### src/hw/rtl/jem_pkg.sv
// ----------------------------------------------------------------------------
// jem_pkg
// Shared types, constants and helpers for the julia escape modulus block.
// ----------------------------------------------------------------------------
package jem_pkg;

  localparam int unsigned DataW       = 32;
  localparam int unsigned ProdW       = 64;
  localparam int unsigned ModW        = 31;
  localparam int unsigned IterCfgW    = 16;
  localparam int unsigned CfgIdxW     = 2;
  localparam int unsigned RootSteps   = 32;
  localparam int unsigned RootCntW    = $clog2(RootSteps);
  localparam int unsigned FracBitsDef = 28;
  localparam int unsigned IterBitsDef = 16;

  localparam logic [CfgIdxW-1:0] CFG_MAX_ITER = 2'd0;
  localparam logic [CfgIdxW-1:0] CFG_C_REAL   = 2'd1;
  localparam logic [CfgIdxW-1:0] CFG_C_IMAG   = 2'd2;
  localparam logic [CfgIdxW-1:0] CFG_RADIUS   = 2'd3;

  typedef enum logic [3:0] {
    ST_IDLE,
    ST_RAD,
    ST_X0,
    ST_Y0,
    ST_XY,
    ST_UPD,
    ST_SQX,
    ST_SQY,
    ST_TEST,
    ST_ROOT,
    ST_FIN_ZERO,
    ST_FIN_ROOT
  } jem_state_e;

  typedef enum logic [1:0] {
    MUL_XX,
    MUL_YY,
    MUL_XY,
    MUL_RR
  } mul_sel_e;

  typedef struct packed {
    logic     load_start;
    logic     mul_en;
    mul_sel_e mul_sel;
    logic     update;
    logic     load_root;
    logic     root_step;
    logic     load_out;
    logic     out_zero;
  } jem_cmd_t;

  typedef struct packed {
    logic limit_zero;
    logic last_iter;
    logic escaped;
    logic root_last;
    logic out_free;
  } jem_sts_t;

  function automatic logic signed [DataW-1:0] sat32(input logic signed [ProdW-1:0] v);
    logic signed [ProdW-1:0] hi;
    logic signed [ProdW-1:0] lo;
    hi = ProdW'(signed'({1'b0, {(DataW-1){1'b1}}}));
    lo = -hi - ProdW'(1);
    if (v > hi) begin
      sat32 = DataW'(hi);
    end else if (v < lo) begin
      sat32 = DataW'(lo);
    end else begin
      sat32 = v[DataW-1:0];
    end
  endfunction

endpackage

### src/hw/rtl/jem_ctrl.sv
// ----------------------------------------------------------------------------
// jem_ctrl
// Sequencer: start products, iteration steps, escape test, root and output.
// ----------------------------------------------------------------------------
module jem_ctrl (
  input  logic              clk_i,
  input  logic              rst_ni,
  input  logic              in_valid_i,
  output logic              in_stall_o,
  input  jem_pkg::jem_sts_t sts_i,
  output jem_pkg::jem_cmd_t cmd_o
);
  import jem_pkg::*;

  jem_state_e state_q, state_d;

  always_ff @(posedge clk_i or negedge rst_ni) begin
    if (!rst_ni) begin
      state_q <= ST_IDLE;
    end else begin
      state_q <= state_d;
    end
  end

  always_comb begin
    state_d = state_q;
    unique case (state_q)
      ST_IDLE: begin
        if (in_valid_i) state_d = ST_RAD;
      end
      ST_RAD: begin
        state_d = sts_i.limit_zero ? ST_FIN_ZERO : ST_X0;
      end
      ST_X0:  state_d = ST_Y0;
      ST_Y0:  state_d = ST_XY;
      ST_XY:  state_d = ST_UPD;
      ST_UPD: state_d = ST_SQX;
      ST_SQX: state_d = ST_SQY;
      ST_SQY: state_d = ST_TEST;
      ST_TEST: begin
        if (sts_i.last_iter) begin
          state_d = ST_FIN_ZERO;
        end else if (sts_i.escaped) begin
          state_d = ST_ROOT;
        end else begin
          state_d = ST_XY;
        end
      end
      ST_ROOT: begin
        if (sts_i.root_last) state_d = ST_FIN_ROOT;
      end
      ST_FIN_ZERO, ST_FIN_ROOT: begin
        if (sts_i.out_free) state_d = ST_IDLE;
      end
      default: state_d = ST_IDLE;
    endcase
  end

  always_comb begin
    cmd_o      = '0;
    in_stall_o = 1'b1;
    unique case (state_q)
      ST_IDLE: begin
        in_stall_o       = 1'b0;
        cmd_o.load_start = in_valid_i;
      end
      ST_RAD: begin
        cmd_o.mul_en  = 1'b1;
        cmd_o.mul_sel = MUL_RR;
      end
      ST_X0, ST_SQX: begin
        cmd_o.mul_en  = 1'b1;
        cmd_o.mul_sel = MUL_XX;
      end
      ST_Y0, ST_SQY: begin
        cmd_o.mul_en  = 1'b1;
        cmd_o.mul_sel = MUL_YY;
      end
      ST_XY: begin
        cmd_o.mul_en  = 1'b1;
        cmd_o.mul_sel = MUL_XY;
      end
      ST_UPD: begin
        cmd_o.update = 1'b1;
      end
      ST_TEST: begin
        cmd_o.load_root = 1'b1;
      end
      ST_ROOT: begin
        cmd_o.root_step = 1'b1;
      end
      ST_FIN_ZERO: begin
        cmd_o.load_out = sts_i.out_free;
        cmd_o.out_zero = 1'b1;
      end
      ST_FIN_ROOT: begin
        cmd_o.load_out = sts_i.out_free;
      end
      default: cmd_o = '0;
    endcase
  end

endmodule

### src/hw/rtl/jem_dp.sv
// ----------------------------------------------------------------------------
// jem_dp
// Datapath: shared signed multiplier, z update with saturation, escape
// compare, bit-serial square root and the output register.
// ----------------------------------------------------------------------------
module jem_dp #(
  parameter int unsigned FRAC_BITS = jem_pkg::FracBitsDef,
  parameter int unsigned ITER_BITS = jem_pkg::IterBitsDef
) (
  input  logic                                 clk_i,
  input  logic                                 rst_ni,
  input  jem_pkg::jem_cmd_t                    cmd_i,
  output jem_pkg::jem_sts_t                    sts_o,
  input  logic signed [jem_pkg::DataW-1:0]     start_real_i,
  input  logic signed [jem_pkg::DataW-1:0]     start_imag_i,
  input  logic [ITER_BITS-1:0]                 limit_i,
  input  logic signed [jem_pkg::DataW-1:0]     c_real_i,
  input  logic signed [jem_pkg::DataW-1:0]     c_imag_i,
  input  logic [jem_pkg::ModW-1:0]             radius_i,
  output logic                                 out_valid_o,
  input  logic                                 out_stall_i,
  output logic [jem_pkg::ModW-1:0]             escape_modulus_o
);
  import jem_pkg::*;

  logic signed [DataW-1:0] x_q, y_q;
  logic [ProdW-1:0]        xx_q, yy_q, r2_q;
  logic signed [ProdW-1:0] xy_q;
  logic [ITER_BITS-1:0]    iter_q;
  logic [ProdW-1:0]        rn_q, res_q, rbit_q;
  logic [RootCntW-1:0]     rcnt_q;
  logic                    out_valid_q;
  logic [ModW-1:0]         out_q;

  logic signed [DataW-1:0] op_a, op_b;
  logic signed [ProdW-1:0] prod;
  logic [ProdW-1:0]        sum;
  logic signed [ProdW-1:0] diff, nx_w, ny_w;
  logic [ProdW-1:0]        trial;
  logic                    fits;
  logic [ModW-1:0]         root_sat;

  always_comb begin
    case (cmd_i.mul_sel)
      MUL_XX: begin
        op_a = x_q;
        op_b = x_q;
      end
      MUL_YY: begin
        op_a = y_q;
        op_b = y_q;
      end
      MUL_XY: begin
        op_a = x_q;
        op_b = y_q;
      end
      default: begin
        op_a = signed'({1'b0, radius_i});
        op_b = signed'({1'b0, radius_i});
      end
    endcase
  end

  assign prod  = op_a * op_b;
  assign sum   = xx_q + yy_q;
  assign diff  = signed'(xx_q) - signed'(yy_q);
  assign nx_w  = (diff >>> FRAC_BITS) + ProdW'(c_real_i);
  assign ny_w  = (xy_q >>> (FRAC_BITS - 1)) + ProdW'(c_imag_i);
  assign trial = res_q + rbit_q;
  assign fits  = rn_q >= trial;

  assign root_sat = (res_q > ProdW'({ModW{1'b1}})) ? {ModW{1'b1}} : res_q[ModW-1:0];

  // payload
  always_ff @(posedge clk_i) begin
    if (cmd_i.load_start) begin
      x_q <= start_real_i;
      y_q <= start_imag_i;
    end else if (cmd_i.update) begin
      x_q <= sat32(nx_w);
      y_q <= sat32(ny_w);
    end
    if (cmd_i.mul_en) begin
      case (cmd_i.mul_sel)
        MUL_XX:  xx_q <= unsigned'(prod);
        MUL_YY:  yy_q <= unsigned'(prod);
        MUL_XY:  xy_q <= prod;
        default: r2_q <= unsigned'(prod);
      endcase
    end
    if (cmd_i.load_root) begin
      rn_q   <= sum;
      res_q  <= '0;
      rbit_q <= ProdW'(1) << (ProdW - 2);
    end else if (cmd_i.root_step) begin
      rn_q   <= fits ? rn_q - trial : rn_q;
      res_q  <= fits ? (res_q >> 1) + rbit_q : res_q >> 1;
      rbit_q <= rbit_q >> 2;
    end
    if (cmd_i.load_out) begin
      out_q <= cmd_i.out_zero ? '0 : root_sat;
    end
  end

  // control
  always_ff @(posedge clk_i or negedge rst_ni) begin
    if (!rst_ni) begin
      iter_q      <= '0;
      rcnt_q      <= '0;
      out_valid_q <= 1'b0;
    end else begin
      if (cmd_i.load_start) begin
        iter_q <= '0;
      end else if (cmd_i.update) begin
        iter_q <= iter_q + ITER_BITS'(1);
      end
      if (cmd_i.load_root) begin
        rcnt_q <= '0;
      end else if (cmd_i.root_step) begin
        rcnt_q <= rcnt_q + RootCntW'(1);
      end
      if (cmd_i.load_out) begin
        out_valid_q <= 1'b1;
      end else if (!out_stall_i) begin
        out_valid_q <= 1'b0;
      end
    end
  end

  // a zero limit or a zero radius stops the loop before the first step
  assign sts_o.limit_zero = (limit_i == '0) || (radius_i == '0);
  assign sts_o.last_iter  = (iter_q == limit_i);
  assign sts_o.escaped    = (sum >= r2_q);
  assign sts_o.root_last  = (rcnt_q == RootCntW'(RootSteps - 1));
  assign sts_o.out_free   = !out_valid_q || !out_stall_i;

  assign out_valid_o      = out_valid_q;
  assign escape_modulus_o = out_q;

endmodule

### src/hw/rtl/julia_escape_modulus.sv
// ----------------------------------------------------------------------------
// julia_escape_modulus
// Julia set escape test: iterates z = z^2 + c from a start point and
// returns |z| at escape, or 0 when the iteration limit is reached or the radius is zero.
// ----------------------------------------------------------------------------
// One point is worked at a time. Each iteration runs three products through
// the one shared 32x32 multiplier plus an update and an escape compare, and the
// modulus comes from a one-bit-per-cycle square root that runs only once, after
// escape. A finished result waits in the output register while the next point
// is taken.
module julia_escape_modulus #(
  parameter int unsigned FRAC_BITS = jem_pkg::FracBitsDef,
  parameter int unsigned ITER_BITS = jem_pkg::IterBitsDef
) (
  input  logic                             clk_i,
  input  logic                             rst_ni,
  input  logic                             cfg_we_i,
  input  logic [jem_pkg::CfgIdxW-1:0]      cfg_index_i,
  input  logic [jem_pkg::DataW-1:0]        cfg_data_i,
  input  logic                             in_valid_i,
  output logic                             in_stall_o,
  input  logic signed [jem_pkg::DataW-1:0] start_real_i,
  input  logic signed [jem_pkg::DataW-1:0] start_imag_i,
  output logic                             out_valid_o,
  input  logic                             out_stall_i,
  output logic [jem_pkg::ModW-1:0]         escape_modulus_o
);
  import jem_pkg::*;

  localparam logic [ProdW-1:0] RadRaw   = ProdW'(3) << FRAC_BITS;
  localparam logic [ProdW-1:0] RadMax   = ProdW'({ModW{1'b1}});
  localparam logic [ModW-1:0]  RadReset = (RadRaw > RadMax) ? {ModW{1'b1}} : RadRaw[ModW-1:0];

  logic [IterCfgW-1:0]     max_iter_q;
  logic signed [DataW-1:0] c_real_q, c_imag_q;
  logic [ModW-1:0]         radius_q;
  jem_cmd_t                cmd;
  jem_sts_t                sts;

  always_ff @(posedge clk_i or negedge rst_ni) begin
    if (!rst_ni) begin
      max_iter_q <= '0;
      c_real_q   <= '0;
      c_imag_q   <= '0;
      radius_q   <= RadReset;
    end else if (cfg_we_i) begin
      unique case (cfg_index_i)
        CFG_MAX_ITER: max_iter_q <= cfg_data_i[IterCfgW-1:0];
        CFG_C_REAL:   c_real_q   <= signed'(cfg_data_i);
        CFG_C_IMAG:   c_imag_q   <= signed'(cfg_data_i);
        CFG_RADIUS:   radius_q   <= cfg_data_i[ModW-1:0];
        default:      radius_q   <= radius_q;
      endcase
    end
  end

  jem_ctrl u_ctrl (
    .clk_i      (clk_i),
    .rst_ni     (rst_ni),
    .in_valid_i (in_valid_i),
    .in_stall_o (in_stall_o),
    .sts_i      (sts),
    .cmd_o      (cmd)
  );

  jem_dp #(
    .FRAC_BITS (FRAC_BITS),
    .ITER_BITS (ITER_BITS)
  ) u_dp (
    .clk_i            (clk_i),
    .rst_ni           (rst_ni),
    .cmd_i            (cmd),
    .sts_o            (sts),
    .start_real_i     (start_real_i),
    .start_imag_i     (start_imag_i),
    .limit_i          (ITER_BITS'(max_iter_q)),
    .c_real_i         (c_real_q),
    .c_imag_i         (c_imag_q),
    .radius_i         (radius_q),
    .out_valid_o      (out_valid_o),
    .out_stall_i      (out_stall_i),
    .escape_modulus_o (escape_modulus_o)
  );

endmodule

### config.mk
export PLATFORM = sky130hd
export DESIGN_NAME = julia_escape_modulus
export DESIGN_NICKNAME = d
export VERILOG_FILES = /design/src/hw/rtl/jem_pkg.sv /design/src/hw/rtl/jem_ctrl.sv /design/src/hw/rtl/jem_dp.sv /design/src/hw/rtl/julia_escape_modulus.sv
export SDC_FILE = /design/constraint.sdc
export NUM_CORES = 2
export LEC_CHECK = 0
export ABC_AREA = 1
export BUFFER_PORTS_ARGS = -buffer_cell sky130_fd_sc_hd__clkbuf_2
export CAP_MARGIN = 30
export CORE_UTILIZATION = 41
export DETAILED_ROUTE_END_ITERATION = 12
export HOLD_SLACK_MARGIN = 0.1
export PLACE_DENSITY_LB_ADDON = 0.08
export SKIP_LAST_GASP = 1
export SYNTH_ARGS = -nofsm -noshare
export SYNTH_HDL_FRONTEND = slang
export SYNTH_SLANG_ARGS = --single-unit
### constraint.sdc
create_clock -name clk_i -period 27.5 [get_ports clk_i]
set_clock_uncertainty 0.1 [all_clocks]
set_input_delay 4.125 -clock clk_i [delete_from_list [all_inputs] [get_ports clk_i]]
set_output_delay 4.125 -clock clk_i [all_outputs]
set_load 0.01 [all_outputs]
==> results.md <==
- Outcome: completed
- Largest net degree at the start of global routing: 77
- Die Ht: between 400 and 500 µm
- CTS clk-pin slew, worst paths: roughly 0.060 ns
- Initial Util: about two fifths
- Hold Fails Final Rpt: 0
- Relative slew slack: 29.4%
- Avg WL per Cell: 27.4 µm
- Synth Cell Area: slightly below 90000 µm²
- Critical-path cell with the highest stage delay: fa_1
- Clk sink count: between 600 and 700
- Critical path's largest stage delay: ~1.1 ns
- R2r startpoint: u_ctrl.state_q[1]
- Port Buffers: between 100 and 150
- Worst-Margin Slew: 1.05 ns
- Wirelength, routed: ~390000 µm
- Critical Path RT: approximately 28 ns
- EDFF count, synth: about 390
- Detail Placement HPWL: roughly 330000 µm
- DR iter-0 viols: about 9000
- Share of synthesized registers carrying an async set or reset: between 20% and 30%
- Worst path depth: 33
- # IOs: 136
- First-pass GRT wire length: 564000 µm
- Routability cong.: between 1 and 1.5
- Final cycle utilization of the critical path: 46.4%
- DR vias/cell: 5.55
- RSZ-0062 raised after global routing: false
- DR pass1 iterations: 6
- Yosys Warn Count: 0
- Slack of the worst reg-to-reg path: around 15 ns
- Post-synthesis sequential area ratio: roughly a fifth
- Layout Cells excl Fill: between 10000 and 15000
- Initial antenna violation count: 28
- CTS-repair resized insts: 0
- Syn Inst Count: 11500
- Area Overhead vs Synth: 8.38%
- Min-Delay Path Class: reg2reg
- DR vias: ~80000
- Longest Clk Path Bufs: 3
- Die outline width: 462 µm
- Share of cells above drive strength 1: a little over 5%
- Root Driver: clkbuf_16
- Top delay family on crit path: adder cells
- Reg2Reg Depth: 33
- Startpoint types: flop
- H-tree Lvls: 3
- Worst r2r dst: u_dp.r2_q[59]
- Worst path bufs/invs: 11
- Max_cap viols: 0
- Start point of the critical path: u_ctrl.state_q[1]
- Synth Flop Type: edfxtp_1
- DIE AREA: ~210000 µm²
- Syn nets: between 10000 and 15000
- Synth unique cells: 69
- Hold Buf Count CTS: 0
- Setup CP Type: reg2reg
- TritonCTS clock tree: done
- # rows: 168
- Worst hold slack: about 0.40 ns
- Total Neg Setup Slack: 0 ns
- Finish-stage setup viols: 0
- DP Cell Count: around 14000
- Final net count: about 13000
- Post-CTS setup buffers: 0
- FMAX: 0.0784 GHz
- Post-route ant nets: 0
- DR DRC count: 0
- Pins over their slew limit: 0
- Critical Path End: u_dp.r2_q[59]
- Clk_lat worst skew: between 0.7 and 0.8 ns
- Final Critical Period: roughly 13 ns
- All-layer global routing usage: about 36%
- CP max FO: 36
- Number of synthesized register bits: ~620
- Avg Cell Area, Syn: approximately 7.6 µm²
- Number of global-route vias before repair: ~80000
- Total CTS buffers: 80
- Grt total ovfl: 0
- Setup crit end kind: flop
- Floorplan Core Area: 210000 µm²
- Worst EP arrival: roughly 13 ns
-- cell families after synthesis --
kind of cell / synth area share (%)
XOR/XNOR: 3.29
buffers and inverters: 11.6
adder cells (fa/ha/maj): 33.4
flip-flops: 19.6
AND/OR/NAND/NOR: 20.7
AO/OA/AOI/OAI: 11.4
multiplexers: 0.0245
-- routing by layer --
layer  vias up  share of wire [%]  global-route usage (%)
met2      3714                 45                    57.6
li1      35900                  -                       -
met1     39500                 42                    48.3
met5         -              0.013                       0
met3       742                8.3                    6.59
met4         8                5.4                    16.9
-- cell usage in the layout, fill, tap and decap left out, types with 21 or more instances in the layout --
master	n
a21boi_0	21
fa_1	1086
nand3_1	352
nand2_1	2341
a21oi_1	588
nand4_1	82
o21ai_1	52
buf_4	138
or2_2	42
clkinv_1	28
edfxtp_1	388
a21o_1	51
ha_1	584
xor2_1	203
a31oi_1	55
nor3_1	99
o21bai_1	52
o21ai_0	654
o21a_1	34
inv_1	2298
nand3b_1	22
a21oi_2	38
dfrtp_1	135
nor2_1	1409
o221ai_1	34
xnor2_1	110
nor4_1	43
o22ai_1	59
dfxtp_1	96
o211ai_1	36
clkbuf_2	134
clkbuf_16	84
-- layout make-up --
class / instances / area [µm²]
Multi-Input combinational cell: 8212 / 60100
Tap cell: 2805 / 3510
Clock buffer: 100 / 2210
Antenna cell: 9 / 22.5
Timing Repair Buffer: 289 / 1980
Fill cell: 21700 / 116000
Sequential cell: 621 / 17000
Inverter: 2326 / 8730
Clock inverter: 48 / 602
-- cells in the mapped netlist (16+ instances only) --
cell / n / share of area (%)
nand2_1: 2343 / 10
inv_1: 2300 / 9.9
nor2_1: 1417 / 6.1
fa_1: 1086 / 25
o21ai_0: 656 / 3.8
a21oi_1: 591 / 3.4
ha_1: 585 / 8.4
edfxtp_1: 388 / 13
nand3_1: 354 / 2.0
xor2_1: 212 / 2.1
clkbuf_1: 201 / 0.87
dfrtp_1: 135 / 3.9
xnor2_1: 114 / 1.1
nor3_1: 99 / 0.57
dfxtp_1: 96 / 2.2
nand4_1: 82 / 0.59
buf_2: 66 / 0.38
o21ai_1: 65 / 0.37
o22ai_1: 59 / 0.42
a31oi_1: 55 / 0.40
o21bai_1: 52 / 0.45
a21o_1: 51 / 0.44
nor4_1: 43 / 0.31
or2_2: 42 / 0.30
a21oi_2: 37 / 0.37
o211ai_1: 36 / 0.31
o221ai_1: 35 / 0.35
o21a_1: 34 / 0.29
nand3b_1: 22 / 0.19
a21boi_0: 21 / 0.18
and2_1: 17 / 0.12
clkinv_1: 16 / 0.069
-- stage by stage --
step                      util (%)  setup slack, ns  instance area [µm²]
after detailed placement      43.4            14.99                91300
after CTS                     44.7            14.89                94100
after global routing          44.8            14.46                94200
final                         44.8            14.74                94200
after global placement        43.3            14.52                90900
after floorplan                  -            18.35                86900
-- how the worst min path moves through the flow --
stage / from / to / slack (ns) / depth (start not counted)
3_3_place_gp: c_imag_q[22] / c_imag_q[22] / 0.37 / 2
6_report: c_imag_q[24] / c_imag_q[24] / 0.40 / 2
2_1_floorplan: u_dp.res_q[0] / u_dp.res_q[0] / 0.35 / 2
4_1_cts: u_dp.res_q[0] / u_dp.res_q[0] / 0.40 / 2
5_1_grt: u_dp.res_q[0] / u_dp.res_q[0] / 0.41 / 2
3_5_place_dp: radius_q[24] / radius_q[24] / 0.38 / 2
-- sequential cells by signal, indices dropped and copies added, names as in the netlist --
| signal | flops |
|---|---|
| u_dp.r2_q | 64 |
| u_dp.res_q | 64 |
| u_dp.rn_q | 64 |
| u_dp.xx_q | 64 |
| u_dp.yy_q | 64 |
| u_dp.xy_q | 37 |
| c_imag_q | 32 |
| c_real_q | 32 |
| u_dp.rbit_q | 32 |
| u_dp.x_q | 32 |
| u_dp.y_q | 32 |
| radius_q | 31 |
| u_dp.escape_modulus_o | 31 |
| max_iter_q | 16 |
| u_dp.iter_q | 16 |
| u_dp.rcnt_q | 5 |
| u_ctrl.state_q | 4 |
| u_dp.out_valid_o | 1 |
-- worst register-to-register path: cells and delay by family, from the launching register on --
kind                       cells  cell delay (ns)
buffers and inverters         11             2.85
xor gates and xnor gates       1             0.66
DFF                            1             0.52
adders and majority gates     10             5.92
and+or+nand+nor                9             2.07
AOI/OAI and AO/OA              2             0.32
Power is not shown: default switching activity piles up to over one toggle a cycle in this logic, so the estimate is an artifact.
